===== config.mk =====
export PLATFORM = sky130hd
export DESIGN_NAME = pll_ratio_search_core
export DESIGN_NICKNAME = d
export VERILOG_FILES = /design/src/prs_pkg.sv /design/src/pll_ratio_search_core.sv
export SDC_FILE = /design/constraint.sdc
export NUM_CORES = 1
export LEC_CHECK = 0
export BUFFER_PORTS_ARGS = -buffer_cell sky130_fd_sc_hd__buf_4
export CAP_MARGIN = 20
export CORE_MARGIN = 1
export CORE_UTILIZATION = 64
export DETAILED_ROUTE_END_ITERATION = 8
export GPL_ROUTABILITY_DRIVEN = 0
export PLACE_DENSITY_LB_ADDON = 0.1
export SYNTH_ARGS = -nofsm -noshare
export SYNTH_HDL_FRONTEND = slang
export SYNTH_SLANG_ARGS = --single-unit

===== constraint.sdc =====
create_clock -name clk -period 8.2 [get_ports clk]
set_input_delay 0.41 -clock clk [delete_from_list [all_inputs] [get_ports clk]]
set_output_delay 0.41 -clock clk [all_outputs]
set_load 0.01 [all_outputs]

===== src/prs_pkg.sv =====
package prs_pkg;

	localparam int unsigned RATIO_CEIL = 128;

	localparam int unsigned FREQ_W  = 32;
	localparam int unsigned RATIO_W = $clog2(RATIO_CEIL + 1);
	localparam int unsigned PLL_W   = FREQ_W + RATIO_W;
	localparam int unsigned OUT_W   = 7;
	localparam int unsigned CFG_W   = 1;

	localparam logic [FREQ_W-1:0] WIN_LOW_RST  = 32'd700000000;
	localparam logic [FREQ_W-1:0] WIN_HIGH_RST = 32'd1300000000;

	// register indexes on the configuration channel
	localparam logic [CFG_W-1:0] CFG_WIN_LOW  = 1'b0;
	localparam logic [CFG_W-1:0] CFG_WIN_HIGH = 1'b1;

	localparam logic [RATIO_W-1:0] PASS1_FIRST = RATIO_W'(1);
	localparam logic [RATIO_W-1:0] PASS1_LAST  = RATIO_W'(3);
	localparam logic [RATIO_W-1:0] PASS2_FIRST = RATIO_W'(4);
	localparam logic [RATIO_W:0]   RATIO_LIMIT = (RATIO_W + 1)'(RATIO_CEIL);

endpackage


===== src/pll_ratio_search_core.sv =====
// search: an inverted window goes straight to the result without examining any ratio;
// otherwise the first pass examines ratios 1..3 and, if none matches, the second pass
// examines even ratios from 4 up to RATIO_CEIL-2; either pass stops once above the window
// throughput: one item at a time, next beat taken the cycle after the result loads;
// one candidate per cycle through the shared distance subtract and compare
// reset: arst_n clears control state and loads the window registers with 700M/1300M
module pll_ratio_search_core (
	input  logic                          clk,
	input  logic                          arst_n,
	input  logic                          in_valid,
	output logic                          in_ready,
	input  logic [prs_pkg::FREQ_W-1:0]    target_freq,
	output logic                          out_valid,
	input  logic                          out_ready,
	output logic                          found,
	output logic [prs_pkg::OUT_W-1:0]     best_ratio,
	input  logic                          cfg_valid,
	output logic                          cfg_ready,
	input  logic [prs_pkg::CFG_W-1:0]     cfg_index,
	input  logic [prs_pkg::FREQ_W-1:0]    cfg_data
);
	import prs_pkg::*;

	typedef enum logic [3:0] {
		ST_IDLE  = 4'b0001,
		ST_PASS1 = 4'b0010,
		ST_PASS2 = 4'b0100,
		ST_DONE  = 4'b1000
	} state_t;

	state_t               state_q;
	logic [FREQ_W-1:0]    win_low_q;
	logic [FREQ_W-1:0]    win_high_q;
	logic [FREQ_W-1:0]    target_q;
	logic [FREQ_W-1:0]    mid_q;
	logic [PLL_W-1:0]     pll_q;
	logic [PLL_W-1:0]     best_dist_q;
	logic [RATIO_W-1:0]   ratio_q;
	logic [RATIO_W-1:0]   best_q;
	logic                 out_valid_q;
	logic                 found_q;
	logic [OUT_W-1:0]     best_ratio_q;

	logic                 in_beat;
	logic                 res_load;
	logic                 over;
	logic                 in_win;
	logic [PLL_W-1:0]     mid_ext;
	logic [PLL_W-1:0]     cand_dist;
	logic                 better;
	logic [RATIO_W-1:0]   best_now;
	logic [RATIO_W-1:0]   ratio_nxt;
	logic                 pass2_end;

	assign in_ready  = (state_q == ST_IDLE);
	assign cfg_ready = 1'b1;
	assign in_beat   = in_valid && in_ready;
	assign res_load  = (state_q == ST_DONE) && (!out_valid_q || out_ready);
	assign out_valid = out_valid_q;
	assign found     = found_q;
	assign best_ratio = best_ratio_q;

	// shared candidate unit
	always_comb begin
		mid_ext  = PLL_W'(mid_q);
		over     = pll_q > PLL_W'(win_high_q);
		in_win   = (pll_q > PLL_W'(win_low_q)) && (pll_q < PLL_W'(win_high_q));
		cand_dist = (pll_q < mid_ext) ? (mid_ext - pll_q) : (pll_q - mid_ext);
		better   = !over && in_win && (cand_dist < best_dist_q);
		best_now = better ? ratio_q : best_q;
		ratio_nxt = ratio_q + RATIO_W'(2);
		// no room for another even ratio up to RATIO_CEIL-2
		pass2_end = ({1'b0, ratio_nxt} + (RATIO_W + 1)'(2)) > RATIO_LIMIT;
	end

	always_ff @(posedge clk or negedge arst_n) begin
		if (!arst_n) begin
			win_low_q  <= WIN_LOW_RST;
			win_high_q <= WIN_HIGH_RST;
		end else if (cfg_valid) begin
			case (cfg_index)
				CFG_WIN_LOW:  win_low_q  <= cfg_data;
				CFG_WIN_HIGH: win_high_q <= cfg_data;
				default: ;
			endcase
		end
	end

	always_ff @(posedge clk or negedge arst_n) begin
		if (!arst_n) begin
			state_q     <= ST_IDLE;
			out_valid_q <= 1'b0;
		end else begin
			if (res_load)
				out_valid_q <= 1'b1;
			else if (out_ready)
				out_valid_q <= 1'b0;
			case (state_q)
				ST_IDLE: begin
					if (in_beat) begin
						if (win_low_q > win_high_q)
							state_q <= ST_DONE;
						else
							state_q <= ST_PASS1;
					end
				end
				ST_PASS1: begin
					if (over || ratio_q == PASS1_LAST) begin
						if (best_now == '0)
							state_q <= ST_PASS2;
						else
							state_q <= ST_DONE;
					end
				end
				ST_PASS2: begin
					if (over || pass2_end)
						state_q <= ST_DONE;
				end
				ST_DONE: begin
					if (res_load)
						state_q <= ST_IDLE;
				end
				default: state_q <= ST_IDLE;
			endcase
		end
	end

	always_ff @(posedge clk) begin
		case (state_q)
			ST_IDLE: begin
				if (in_beat) begin
					target_q    <= target_freq;
					mid_q       <= win_low_q + ((win_high_q - win_low_q) >> 1);
					best_dist_q <= PLL_W'(win_high_q - win_low_q);
					best_q      <= '0;
					ratio_q     <= PASS1_FIRST;
					pll_q       <= PLL_W'(target_freq);
				end
			end
			ST_PASS1: begin
				if (better) begin
					best_dist_q <= cand_dist;
					best_q      <= ratio_q;
				end
				if (over || ratio_q == PASS1_LAST) begin
					ratio_q <= PASS2_FIRST;
					pll_q   <= PLL_W'(target_q) << 2;
				end else begin
					ratio_q <= ratio_q + RATIO_W'(1);
					pll_q   <= pll_q + PLL_W'(target_q);
				end
			end
			ST_PASS2: begin
				if (better) begin
					best_dist_q <= cand_dist;
					best_q      <= ratio_q;
				end
				ratio_q <= ratio_nxt;
				pll_q   <= pll_q + (PLL_W'(target_q) << 1);
			end
			ST_DONE: begin
				if (res_load) begin
					found_q      <= (best_q != '0);
					best_ratio_q <= best_q[OUT_W-1:0];
				end
			end
			default: ;
		endcase
	end

	a_none_zero: assert property (@(posedge clk) disable iff (!arst_n)
		out_valid && !found |-> best_ratio == '0)
		else $error("result without a match carries a non-zero ratio");

	a_pass1_range: assert property (@(posedge clk) disable iff (!arst_n)
		state_q == ST_PASS1 |-> ratio_q >= PASS1_FIRST && ratio_q <= PASS1_LAST)
		else $error("first pass ratio out of range");

	a_pass2_even: assert property (@(posedge clk) disable iff (!arst_n)
		state_q == ST_PASS2 |-> !ratio_q[0] && ratio_q >= PASS2_FIRST)
		else $error("second pass ratio odd or too small");

	a_accept_busy: assert property (@(posedge clk) disable iff (!arst_n)
		in_beat |=> !in_ready)
		else $error("block still ready after taking a beat");

	a_dist_bound: assert property (@(posedge clk) disable iff (!arst_n)
		state_q == ST_PASS2 || state_q == ST_PASS1 |->
			best_dist_q <= PLL_W'(win_high_q - win_low_q))
		else $error("best distance above the window span");

endmodule

==> results of run 1 <==
-- power by group --
group / switching (uW) / leakage (uW) / internal (uW)
Sequential: 472 / 0.00238 / 1940
Clock: 552 / 0.000500 / 822
Combinational: 4340 / 0.00787 / 2840
-- path summary, 6_finish.rpt --
path                                                    to  depth (start not counted)
worst max register to register    best_dist_q[1]$_DFFE_PP_                         23
worst min-delay path                target_q[24]$_DFFE_PP_                          1
worst max-delay path              best_dist_q[1]$_DFFE_PP_                         23
max in group asynchronous       win_high_q[29]$_DFFE_PN0P_                          2
worst min register to register     best_ratio[5]$_DFFE_PP_                          0
min in group asynchronous        win_high_q[6]$_DFFE_PN0P_                          2
-- stage by stage --
| step | std cells | total power (uW) | hold slack [ns] | worst slack, ns | cell area, um^2 |
|---|---|---|---|---|---|
| floorplan | 2503 | 7580 | 0.114 | 2.47 | 22100 |
| global placement | 2951 | 9080 | 0.470 | 1.65 | 23000 |
| detailed placement | 2951 | 9310 | 0.472 | 1.43 | 23000 |
| CTS | 3028 | 10700 | 0.000758 | 1.40 | 24200 |
| global route | 3029 | 11700 | 0.0108 | 0.812 | 24200 |
| finish | 3029 | 11000 | 0.0167 | 1.30 | 24200 |
-- cell type report --
cell class                 count  area, um^2  share of cell area (%)
timing repair buffer         117         933                    3.85
tap                          448         561                    2.31
inverter                     212         796                    3.29
sequential                   237        6810                    28.1
clock buffer                  36         802                    3.31
multi-input combinational   1961       14100                    58.2
clock inverter                18         219                   0.904
-- sequential cells by signal, indices dropped and copies added, names as in the netlist --
signal and flops:
out_valid 1, best_q 8, mid_q 32, state_q 4
found 1, best_ratio 7, pll_q 40, best_dist_q 40
win_high_q 32, win_low_q 32, target_q 32, ratio_q 8
-- cells in the final DEF, fill, tap and decap left out, types with 86 or more instances in the layout --
cell                       instances
sky130_fd_sc_hd__a21o_1           92
sky130_fd_sc_hd__a21oi_1         245
sky130_fd_sc_hd__buf_4            93
sky130_fd_sc_hd__edfxtp_1        168
sky130_fd_sc_hd__ha_1            298
sky130_fd_sc_hd__inv_1           212
sky130_fd_sc_hd__nand2_1         196
sky130_fd_sc_hd__nor2_1          179
sky130_fd_sc_hd__o21ai_0         169
sky130_fd_sc_hd__xnor2_1          86
-- layer usage --
metal | up-vias | global-route usage [%] | wire length [um] | share of wire [%]
met5 | - | 0 | 19 | 0.031
met4 | 2 | 12.8 | 2470 | 4.0
met3 | 183 | 4.29 | 6140 | 9.9
met2 | 1074 | 53.8 | 26900 | 43
met1 | 9305 | 49.4 | 26500 | 43
li1 | 9313 | - | - | -
-- cell families (layout without fill, tap and decap cells) --
group	count (synthesis)	count (layout)
xor+xnor	147	147
mux	71	71
fa+ha+maj	304	304
compound gates	807	807
flops	237	237
other cells	1	1
buf+inv	305	383
simple gates	631	631
-- repair_timing --
action                     4_1_cts  5_1_grt
hold buffers                    23        0
resized for setup                0        0
hold endpoints to repair        57        0
setup endpoints to repair        0        0
==> results.txt, run 1 <==
Across the run, the number of max-cap violations was 0. Counting both buffers and inverters, the worst setup path holds a total of 4. The via total after detailed routing came out at 19.9k. The power density over the cells came out at ~450 mW/mm^2. The number of buffers created by CTS came out at 29. Sequential elements use a little under a third of the synthesized area. The top-level I/O count is 81. The sort of element at the start of the critical path is a flip-flop. The count of final hold-check violations was 0. Setup repair after global routing left no endpoint under its margin. The first global-routing pass estimated 98.2 mm of wire. The netlist uses 84 different library cells. The floorplan die width is 188 um. The total DRC errors in the routed layout is 0. The worst setup path is captured at a flip-flop. The post-route setup TNS came out at 0 ns. The clock net sink count is around 240. The top achievable clock speed is between 100 and 150 MHz.

Synthesis produced a netlist whose cell count is 2503. VDD sags by at most 0.000271 V. In the global route stage, overall resource usage came out at 34.6%. Headroom to the max-slew limit came out at 35.8%. The number of synthesized register bits is approximately 240. The commonest cells after synthesis are 298 x sky130_fd_sc_hd__ha_1, 245 x sky130_fd_sc_hd__a21oi_1, 212 x sky130_fd_sc_hd__inv_1, 197 x sky130_fd_sc_hd__nand2_1, 180 x sky130_fd_sc_hd__nor2_1. The post-route minimum period is 6.90 ns. Of all nets on the critical path, the largest fanout is 40. sky130_fd_sc_hd__ha_1 is the most common cell in the netlist. The share of synthesized registers carrying an async set or reset is between 20% and 30%.

The detailed-route vias per instance came out at around 6.6. The critical path's largest stage delay is 0.78 ns. In the final layout, the share of cells above drive strength 1 is 9.80%. The top cell type's share of synthesized area is 22.8%.

In this run the static leakage power is between 0.01 and 0.015 uW. The final critical path takes up 84.1% of the cycle. The complex-gate fraction of the synthesized area came out at about a quarter. Traced cell by cell, the critical path runs through inv_1, ha_1, inv_1, fa_1, a211oi_1, o31ai_1, o211ai_1, a31oi_1, o21ai_2, buf_4, mux2i_1, a221o_1, xnor2_1, ha_1, nand4_1, nor3_1, a21oi_1, o31ai_1, a311oi_1, nand4_1, a211oi_2, buf_4, o21a_2.

The wire-length estimate of the detail-placed layout is 47.3 mm. The run finished with clean final reports. The initial antenna violation count is 1. The cell row count is 67. The first routing iteration left between 2k and 2.5k violations. At the worst endpoint, the arrival time is 7.10 ns. The starting utilization of the core area is 65.4%. The floorplan step defined a die boundary enclosing approximately 0.035 mm^2. The routed wire length came out at ~62 mm. Setup violations remaining at the end of the flow were counted as 0. The clock transition at the registers of the reported paths came out at 0.06 ns. The path class of the tightest hold or removal check is primary input to flip-flop. The growth of design area from synthesis to finish came out at 9.61%. The number of flops mapped to enable cells by yosys came out at about 170. After Yosys synthesis, and, or, nand and nor cells account for 13.5% of the synthesized area.

The final standard cell utilization of the core is approximately 70%. During synthesis, Yosys emitted a total of 0 warnings. The XOR/XNOR share of the synthesized area came out at 5.83%. The total setup buffers inserted after CTS came out at 0. The post-synthesis adder-cell area fraction is 17.4%. The setup skew after layout is approximately 0.009 ns. The final count of pins violating max slew came out at 0. The total standard cell area after synthesis came out at around 0.022 mm^2.

The latest clock arrival within the worst-skew pair came out at 0.59 ns. After synthesis, the largest family of logic cells by area is compound AO/OA/AOI/OAI gates. In the post-synthesis netlist, the biggest area contributors are sky130_fd_sc_hd__edfxtp_1 23%, sky130_fd_sc_hd__ha_1 17%, sky130_fd_sc_hd__a21oi_1 5.5%. The origin of the worst min-delay path is target_freq[24].

On the critical path the largest part of the delay comes from compound AO/OA/AOI/OAI gates. The remaining antenna violation count after routing is 0. The remaining global-route overflow is 0. The largest area contributor in the netlist is sky130_fd_sc_hd__edfxtp_1.

The number of filler instances in the final layout came out at roughly 2.6k. The slowest stage of the critical path is the sky130_fd_sc_hd__o21a_2 cell. The actual slew at the worst max-slew pin is 0.955 ns. The number of antenna diodes in the final layout is 0. The synthesized net count came out at 2877. TritonCTS built the clock tree. The number of detailed-routing iterations run before antenna repair came out at 8.

The number of input and output port buffers inserted is 79. The area of the core is 0.0338 mm^2. The slack of the worst reg-to-reg path came out at around 1.3 ns. Counting along the longest clock path gives a buffer depth of 3.

Entering global routing, the biggest net connects 70 pins. The average size of a mapped cell came out at between 8 and 9 um^2. The via count of the first global-routing pass came out at between 15k and 20k.

Multiplexer cells account for roughly 3.5% of the synthesized area. The number of H-tree branching levels came out at 1. The root buffer cell chosen for the clock tree is sky130_fd_sc_hd__clkbuf_16. The launch point of the worst reg-to-reg path is pll_q[0]$_DFFE_PP_. The final layout contains 2932 nets. The wire length per cell after detailed routing is 20.5 um.

The required time reported for the critical path endpoint came out at 8.41 ns. The most critical setup path has its startpoint at pll_q[0]$_DFFE_PP_. The worst setup path is of the flip-flop to flip-flop kind. In the synthesized netlist the dominant register cell turns out to be sky130_fd_sc_hd__edfxtp_1. The chip height came out at 188 um.
Power figures use the tool's default switching activity.
==> inputs of run 2 (changes only) <==
Settings changed: ABC_AREA from default to 1, CORE_UTILIZATION 64 to 58.
Clock period 8.2 ns to 5.6 ns, I/O delays scaled along.
==> run 2 against run 1 <==
Power up 60%. Clock skew grew 0.011 ns. Global-route usage grew 2.7 points.
==> results.txt, run 2 <==
The run finished with clean final reports. The total routed wire length on the met1 layer came to 32.7 mm (+24%). STA classifies the critical path startpoint as a flip-flop. The slack of the worst reg-to-reg path came out at 0.33 ns (-0.98 ns). The post-route minimum period came out at 5.27 ns (-1.62 ns). The number of synthesized register bits is 237 (unchanged). The floorplan die width is 206 um (+9.6%).

The most used flip-flop cell after synthesis is sky130_fd_sc_hd__edfxtp_1. The worst-path maximum fanout came to 40 (unchanged). The critical path in this run is classified as flip-flop to flip-flop. The post-route setup TNS is 0 ns (unchanged). The worst register-to-register path ends at best_dist_q[4]$_DFFE_PP_. In the final layout, the registers with the most flip-flops are best_dist_q x40, pll_q x40.

The power density over the cells came out at 648 mW/mm^2 (+43%). In this run the worst hold path is classified as primary input to flip-flop. The required time reported for the critical path endpoint is 5.87 ns (-2.54 ns).

The number of buffers created by CTS came out at 29 (unchanged). The critical path's largest stage delay is 0.53 ns (-0.25 ns). The remaining global-route overflow came out at 0 (unchanged).

For this design, the slowest cell found on the critical path is sky130_fd_sc_hd__edfxtp_1. The warning count from the yosys run is 0 (unchanged). The tree is rooted in a sky130_fd_sc_hd__clkbuf_16. The area of the core came out at 0.0409 mm^2 (+21%). The portion of the clock cycle consumed by the worst path in the final layout is 94.1% (+10 points).

The remaining antenna violation count after routing came to 0 (unchanged). TritonCTS built the clock tree. The routed wire length was 79.4 mm (+28%). The number of DRC markers in iteration 0 was 2427 (-0.98%). The actual slew at the worst max-slew pin is 0.961 ns (+0.00654 ns).

The placed wire-length estimate after detailed placement came out at 64.1 mm (+35%). The global-route usage over all layers came to 37.3% (+2.7 points). The clock transition at the registers of the reported paths came out at 0.07 ns (about the same). The latest clock arrival within the worst-skew pair came to 0.60 ns (about the same). The wire length per cell after detailed routing is 19.7 um (-3.6%). STA classifies the critical path endpoint as a flip-flop.

The sequential share of the synthesized area was 28.2% (-2.6 points). In this run the critical register-to-register path is launched from pll_q[0]$_DFFE_PP_. The number of instances in the synthesized netlist is 3302 (+32%).

The setup skew after layout came out at 0.0197 ns (+0.0108 ns). The largest area contributor in the netlist is sky130_fd_sc_hd__edfxtp_1. The net count reported at finish is 3840 (+31%). The worst hold path terminates at win_high_q[30]$_DFFE_PN1P_. The first-pass GRT wire length is 121 mm (+24%). The top achievable clock speed came out at 190 MHz (+31%). The share of final-layout standard cells stronger than drive strength 1 came out at 8.74% (-1.1 points). The top cell type's share of synthesized area is 20.9% (-1.9 points). The most common cell in the netlist is sky130_fd_sc_hd__nand2_1. The synthesized net count came out at 3676 (+28%). The via count of the first global-routing pass was 22.6k (+19%).

The total length of routed met2 wires is 32.6 mm (+21%). The via total after detailed routing came out at 23.9k (+20%). The setup violation total in the final timing report was 0 (unchanged). The count of final hold-check violations was 0 (unchanged). The least setup slack across all paths after layout came out at 0.328 ns (-0.976 ns). The count of unique library cells instantiated by Yosys is 76 (-9.5%). The maximum vdd ir drop was 0.000341 V (+26%).

The final standard cell utilization of the core is 66.3% (-5.3 points). The cell row count was 74 (+10%). The total DRC errors in the routed layout came out at 0 (unchanged). By area the synthesized netlist is led by sky130_fd_sc_hd__edfxtp_1 21%, sky130_fd_sc_hd__ha_1 15%, sky130_fd_sc_hd__nand2_1 11%.

The setup slack after placement is 0.188 ns (-1.24 ns). The most frequent cell on the critical path is sky130_fd_sc_hd__nand2_1. By count the netlist is led by 732 x sky130_fd_sc_hd__nand2_1, 502 x sky130_fd_sc_hd__inv_1, 315 x sky130_fd_sc_hd__a21oi_1, 298 x sky130_fd_sc_hd__ha_1, 284 x sky130_fd_sc_hd__nor2_1. The number of flops mapped to enable cells by yosys came out at 168 (unchanged). The number of cells traversed by the worst hold path came out at 3 (+2). The highest metal layer carrying signal wires in the routed design is met4. Setup repair after global routing left no endpoint under its margin.

In this run the most critical hold path is launched from cfg_data[30]. The total standard cell area after synthesis came to 0.0241 mm^2 (+9.1%). The worst max-slew margin expressed relative to the limit was 35.9% (+0.11 points). The share of synthesized registers carrying an async set or reset is 29.1% (unchanged). The number of input and output port buffers inserted is 79 (unchanged). The post-route standard cell area excluding fillers was 0.0271 mm^2 (+12%). The top-level I/O count was 81 (unchanged).

The number of max-capacitance violations reported is 0 (unchanged). The cell area after placement is 0.0254 mm^2 (+11%). The chip height came to 206 um (+9.6%). The final count of pins violating max slew is 0 (unchanged). The standby leakage power came out at 0.0130 uW (+21%). The average size of a mapped cell is 7.30 um^2 (-17%). The detailed-route vias per instance came to 5.93 (-9.6%). The clock net sink count was 237 (unchanged).

The arrival time of the worst setup path came out at 5.54 ns (-1.56 ns). Leaving out fill and tap cells, the most frequent cell in the layout is sky130_fd_sc_hd__nand2_1. The total die area is 0.0424 mm^2 (+20%). The total setup buffers inserted after CTS came out at 0 (unchanged). The count of cells along the worst register-to-register path was 28 (+22%). The met3 wirelength from detailed routing is 8.85 mm (+44%).

Relative to the synthesized area, the layout overhead comes to 12.6%. The pin count of the biggest net entering global routing came out at 70 (unchanged). The number of detailed-routing iterations run before antenna repair is 8 (unchanged). The top cell types in the final layout, fill and taps aside, are 730 x sky130_fd_sc_hd__nand2_1, 501 x sky130_fd_sc_hd__inv_1, 314 x sky130_fd_sc_hd__a21oi_1. The starting utilization of the core area came to 58.9% (-6.5 points). The initial antenna violation count is 1 (unchanged). The number of H-tree branching levels came out at 1 (unchanged). The largest buffer count on any clock path came to 3 (unchanged).
==> run 2: cell types whose count changed in the layout (fill, tap and decap cells not counted), moves of 60 or more <==
cell                      change
sky130_fd_sc_hd__nand2_1    +534
sky130_fd_sc_hd__inv_1      +289
sky130_fd_sc_hd__nor2_1     +102
sky130_fd_sc_hd__o21ai_0     +74
sky130_fd_sc_hd__a21oi_1     +69
sky130_fd_sc_hd__a21o_1      -60
==> run 2: final cells by class <==
cell class	count	area (um^2)
Antenna cell	1	2.50
Fill cell	3560	13800
Multi-Input combinational cell	2496	15100
Sequential cell	237	6810
Timing Repair Buffer	187	1630
Inverter	515	1940
Clock inverter	15	168
Tap cell	532	666
Clock buffer	39	857
==> run 2: worst max-delay path by stage <==
stage	startpoint	to	slack, ns	depth (start not counted)
3_5_place_dp	pll_q[0]$_DFFE_PP_	state_q[3]$_DFFE_PN0P_	0.19	36
3_3_place_gp	pll_q[0]$_DFFE_PP_	state_q[3]$_DFFE_PN0P_	0.42	36
6_report	pll_q[0]$_DFFE_PP_	best_dist_q[4]$_DFFE_PP_	0.33	28
5_1_grt	pll_q[0]$_DFFE_PP_	state_q[3]$_DFFE_PN0P_	0.04	35
4_1_cts	pll_q[0]$_DFFE_PP_	state_q[3]$_DFFE_PN0P_	0.18	36
2_1_floorplan	pll_q[0]$_DFFE_PP_	best_dist_q[0]$_DFFE_PP_	0.39	27
==> run 2: logic make-up (layout without fill, tap and decap cells) <==
logic type	after synthesis	after routing	share of synthesized area, %
multiplexers	9	9	0.374
AO/OA/AOI/OAI	798	798	18.9
buffers and inverters	570	756	9.46
other	1	2	0.0156
flip-flops	237	237	28.2
XOR/XNOR	148	148	5.56
adder cells (fa/ha/maj)	304	304	16.0
AND/OR/NAND/NOR	1235	1236	21.4
==> run 2: power by group <==
part           internal (uW)  switching, uW  total [uW]
clock network           1180            829        2010
registers               2810            606        3410
logic                   4120           8040       12200
total                   8110           9480       17600
==> run 2: critical path: cells and delay by family (launching register included) <==
| kind | cells | cell delay [ns] |
|---|---|---|
| simple gates | 14 | 1.78 |
| fa+ha+maj | 3 | 0.97 |
| buf+inv | 6 | 0.84 |
| compound gates | 5 | 0.79 |
| flops | 1 | 0.53 |
==> run 2: routing by layer <==
metal	global-route usage (%)	vias to the layer above
met1	50.3	11000
met2	55.1	1237
met4	21.7	0
met5	0	-
li1	-	11400
met3	7.88	253
==> run 2: repair_timing <==
| item | 4_1_cts | 5_1_grt |
|---|---|---|
| hold buffers | 63 | 0 |
| resized for setup | 0 | 2 |
| endpoints found under the setup margin | 0 | 28 |
| hold endpoints to repair | 141 | 0 |
==> run 2: metrics by stage <==
| step | instances | power (uW) | hold WS, ns |
|---|---|---|---|
| final | 4022 | 17600 | 0.0344 |
| after global routing | 4021 | 18900 | 0.0267 |
| after CTS | 4017 | 17100 | 0.00406 |
| after detailed placement | 3900 | 15000 | 0.466 |
| after global placement | 3898 | 14700 | 0.461 |
| after floorplan | 3302 | 11600 | -0.0156 |
==> inputs of run 3 (changes only) <==
==> constraint.sdc (replaced) <==
create_clock -name clk -period 5.6 [get_ports clk]
set_input_delay 1.12 -clock clk [delete_from_list [all_inputs] [get_ports clk]]
set_output_delay 1.12 -clock clk [all_outputs]
set_load 0.01 [all_outputs]
==> run 3 against run 2 <==
Sequential cell count stayed put. Via count fell by 1.6%. Non-clock buffer count decreased by 63. Combinational power hardly changed. Power down 0.95%. Die area unchanged. Sequential power down 1%. Design area fell by 2.7%. Register-to-register slack better by 0.25 ns. Clock power down 5%. Final cell count down 1.7%. Hold slack improved by 0.45 ns. Critical endpoint is now best_dist_q[11]$_DFFE_PP_. Highest routed layer unchanged.
==> results.txt, run 3 (synthesized netlist as in run 2, its figures left out) <==
The post-route setup TNS came to 0 ns (unchanged). The number of antenna repair diodes was 0 (-1). Setup repair after global routing left no endpoint under its margin. The startpoint identified for the worst hold timing path is best_q[2]$_SDFFCE_PP0P_. The number of max-capacitance violations reported was 0 (unchanged). The chip height is 206 um (unchanged). The remaining antenna violation count after routing is 0 (unchanged). The clock net sink count came to 237 (unchanged).

The top-level I/O count came out at 81 (unchanged). The final standard cell count with taps included and fillers excluded came out at 3955 (-1.7%). The flow ran to the end, and the final reports show no timing, DRC or antenna violations.

The number of filler instances in the final layout is 3698 (+3.9%). The number of input and output port buffers inserted came out at 79 (unchanged). The arrival time of the worst setup path is 5.28 ns (-0.26 ns). The number of H-tree branching levels is 1 (unchanged). The post-route standard cell area excluding fillers is 0.0264 mm^2 (-2.7%). The worst-path maximum fanout came to 40 (unchanged). The post-route minimum period was 5.02 ns (-0.251 ns). The via total after detailed routing came out at 23.5k (-1.6%).

The total die area is 0.0424 mm^2 (unchanged). The setup violation total in the final timing report is 0 (unchanged). The largest buffer count on any clock path came out at 3 (unchanged). The critical path is of the flip-flop to flip-flop type.

The via count of the first global-routing pass came out at 22.1k (-2.2%). The critical path capture point type is a flip-flop. The count of final hold-check violations is 0 (unchanged). In this run the worst hold path is classified as flip-flop to flip-flop. The wire length per cell after detailed routing came out at 19.9 um (+0.86%).

The buffer type at the clock tree root is sky130_fd_sc_hd__clkbuf_16. The detailed-route vias per instance came out at 5.94 (about the same). The register area came out at 0.00681 mm^2 (unchanged). The total DRC errors in the routed layout is 0 (unchanged).

The setup skew after layout is 0.0193 ns (-0.000424 ns). In the layout the commonest cells are 730 x sky130_fd_sc_hd__nand2_1, 501 x sky130_fd_sc_hd__inv_1, 314 x sky130_fd_sc_hd__a21oi_1. The placed cell count came out at 3901 (+0.026%). The share of final-layout standard cells stronger than drive strength 1 is 8.74% (about the same). The slack of the worst reg-to-reg path was 0.58 ns (+0.25 ns). The routed wire length is 78.7 mm (-0.82%). The top achievable clock speed is 199 MHz (+5.0%). The latest clock arrival within the worst-skew pair came out at 0.59 ns (about the same). The cell row count is 74 (unchanged). The final standard cell utilization of the core is 64.6% (-1.8 points). The starting utilization of the core area came out at 58.9% (unchanged). The power density over the cells was 659 mW/mm^2 (+1.7%). The required time reported for the critical path endpoint came out at 5.86 ns (about the same). The number of buffers created by CTS is 28 (-3.4%).

The number of cells traversed by the worst hold path was 0 (-3). Leaving out fill and tap cells, the most frequent cell in the layout is sky130_fd_sc_hd__nand2_1. The portion of the clock cycle consumed by the worst path in the final layout came to 89.7% (-4.5 points).

The actual slew at the worst max-slew pin came out at 1.16 ns (+0.195 ns). The initial antenna violation count was 2 (+1). STA classifies the critical path startpoint as a flip-flop. The clock transition at the registers of the reported paths is 0.06 ns (about the same). The net count reported at finish came out at 3775 (-1.7%). The pin count of the biggest net entering global routing is 88 (+26%). The largest registers in the layout are best_dist_q x40, pll_q x40. TritonCTS built the clock tree. The count of cells along the worst register-to-register path is 22 (-21%). The area used by multi-input combinational logic is 0.0151 mm^2 (-0.11%).

The number of DRC markers in iteration 0 came out at 2759 (+14%). The global-route usage over all layers is 37.1% (-0.20 points). The number of detailed-routing iterations run before antenna repair is 6 (-2). The worst max-slew margin expressed relative to the limit came to 22.9% (-13 points). The maximum vdd ir drop came out at 0.000397 V (+17%). The growth of design area from synthesis to finish is 9.65%. The placed wire-length estimate after detailed placement came to 64.4 mm (+0.54%).

The final count of pins violating max slew came to 0 (unchanged). The area of the core came out at 0.0409 mm^2 (unchanged). The floorplan die width is 206 um (unchanged). The remaining global-route overflow came to 0 (unchanged).

The cell area after placement is 0.0254 mm^2 (about the same). In this run the critical register-to-register path is captured at best_dist_q[11]$_DFFE_PP_. The first-pass GRT wire length came to 120 mm (-0.75%). In this run the critical register-to-register path is launched from pll_q[22]$_DFFE_PP_. The standby leakage power is 0.0127 uW (-2.4%). For hold timing, the worst endpoint is best_ratio[2]$_DFFE_PP_.
==> run 3: cell types whose count changed in the layout (fill, tap and decap cells not counted), moves of 2 or more <==
| cell | change |
|---|---|
| sky130_fd_sc_hd__clkbuf_16 | -2 |
| sky130_fd_sc_hd__inv_6 | +2 |
| sky130_fd_sc_hd__clkinv_2 | +3 |
| sky130_fd_sc_hd__dlygate4sd3_1 | -63 |
| sky130_fd_sc_hd__clkinv_1 | +2 |
| sky130_fd_sc_hd__inv_8 | -2 |
| sky130_fd_sc_hd__inv_4 | -5 |
| sky130_fd_sc_hd__nor2_4 | -2 |
==> run 3: worst max-delay path: stages (launching register included) <==
cell,delay [ns]
sky130_fd_sc_hd__edfxtp_1,0.59
sky130_fd_sc_hd__ha_1,0.59
sky130_fd_sc_hd__nand2_1,0.16
sky130_fd_sc_hd__nor2_1,0.23
sky130_fd_sc_hd__inv_1,0.09
sky130_fd_sc_hd__nor2_1,0.20
sky130_fd_sc_hd__and3_1,0.24
sky130_fd_sc_hd__nand4_1,0.09
sky130_fd_sc_hd__o211ai_1,0.40
sky130_fd_sc_hd__xor2_1,0.25
sky130_fd_sc_hd__a21oi_2,0.10
sky130_fd_sc_hd__ha_1,0.30
sky130_fd_sc_hd__nand2_1,0.09
sky130_fd_sc_hd__nor2_1,0.05
sky130_fd_sc_hd__and2_1,0.17
sky130_fd_sc_hd__nand2_1,0.09
sky130_fd_sc_hd__inv_1,0.08
sky130_fd_sc_hd__nand2_1,0.06
sky130_fd_sc_hd__nand3_1,0.07
sky130_fd_sc_hd__nor2_1,0.16
sky130_fd_sc_hd__nand4_4,0.21
sky130_fd_sc_hd__a21oi_4,0.20
sky130_fd_sc_hd__buf_12,0.26
==> run 3: cell type report <==
| cell class | instances | share of cell area [%] |
|---|---|---|
| clock buffer | 37 | 3.02 |
| tap | 532 | 2.52 |
| inverter | 515 | 7.34 |
| clock inverter | 15 | 0.563 |
| sequential | 237 | 25.7 |
| timing repair buffer | 124 | 3.82 |
| multi-input combinational | 2495 | 57.0 |
==> run 3: power breakdown <==
group	total (uW)	internal [uW]	switching (uW)
combinational	12200	4080	8070
sequential	3360	2810	556
clock	1900	1100	799
total	17400	7990	9430
==> run 3: worst max path at each step <==
stage | from | endpoint | slack [ns] | depth (start not counted)
after floorplan | pll_q[0]$_DFFE_PP_ | best_dist_q[0]$_DFFE_PP_ | 0.39 | 27
after global placement | pll_q[0]$_DFFE_PP_ | state_q[3]$_DFFE_PN0P_ | 0.65 | 36
after detailed placement | pll_q[0]$_DFFE_PP_ | state_q[3]$_DFFE_PN0P_ | 0.48 | 36
after CTS | pll_q[0]$_DFFE_PP_ | state_q[3]$_DFFE_PN0P_ | 0.50 | 36
after global routing | pll_q[0]$_DFFE_PP_ | state_q[3]$_DFFE_PN0P_ | 0.10 | 36
final | pll_q[22]$_DFFE_PP_ | best_dist_q[11]$_DFFE_PP_ | 0.58 | 22
==> run 3: timing repair <==
item                                   in CTS  in global routing
endpoints found under the hold margin       0                  0
setup buffers                               0                  0
setup endpoints to repair                   0                  1
gates resized for setup                     0                  1
hold buffers                                0                  0
==> run 3: routing by layer <==
layer  share of wire, %  GRT usage [%]  vias up
met1                 41           51.2    10700
met4                6.8           21.2        0
met3                 12           6.84      263
met2                 40           54.3     1241
met5                  0              0        -
li1                   -              -    11300
==> run 3: stage by stage <==
step	hold WS (ns)	setup slack (ns)	power (uW)
floorplan	0.450	0.385	11600
global placement	0.465	0.651	14800
detailed placement	0.470	0.481	15100
CTS	0.484	0.502	17000
global route	0.490	0.105	18800
finish	0.482	0.579	17400
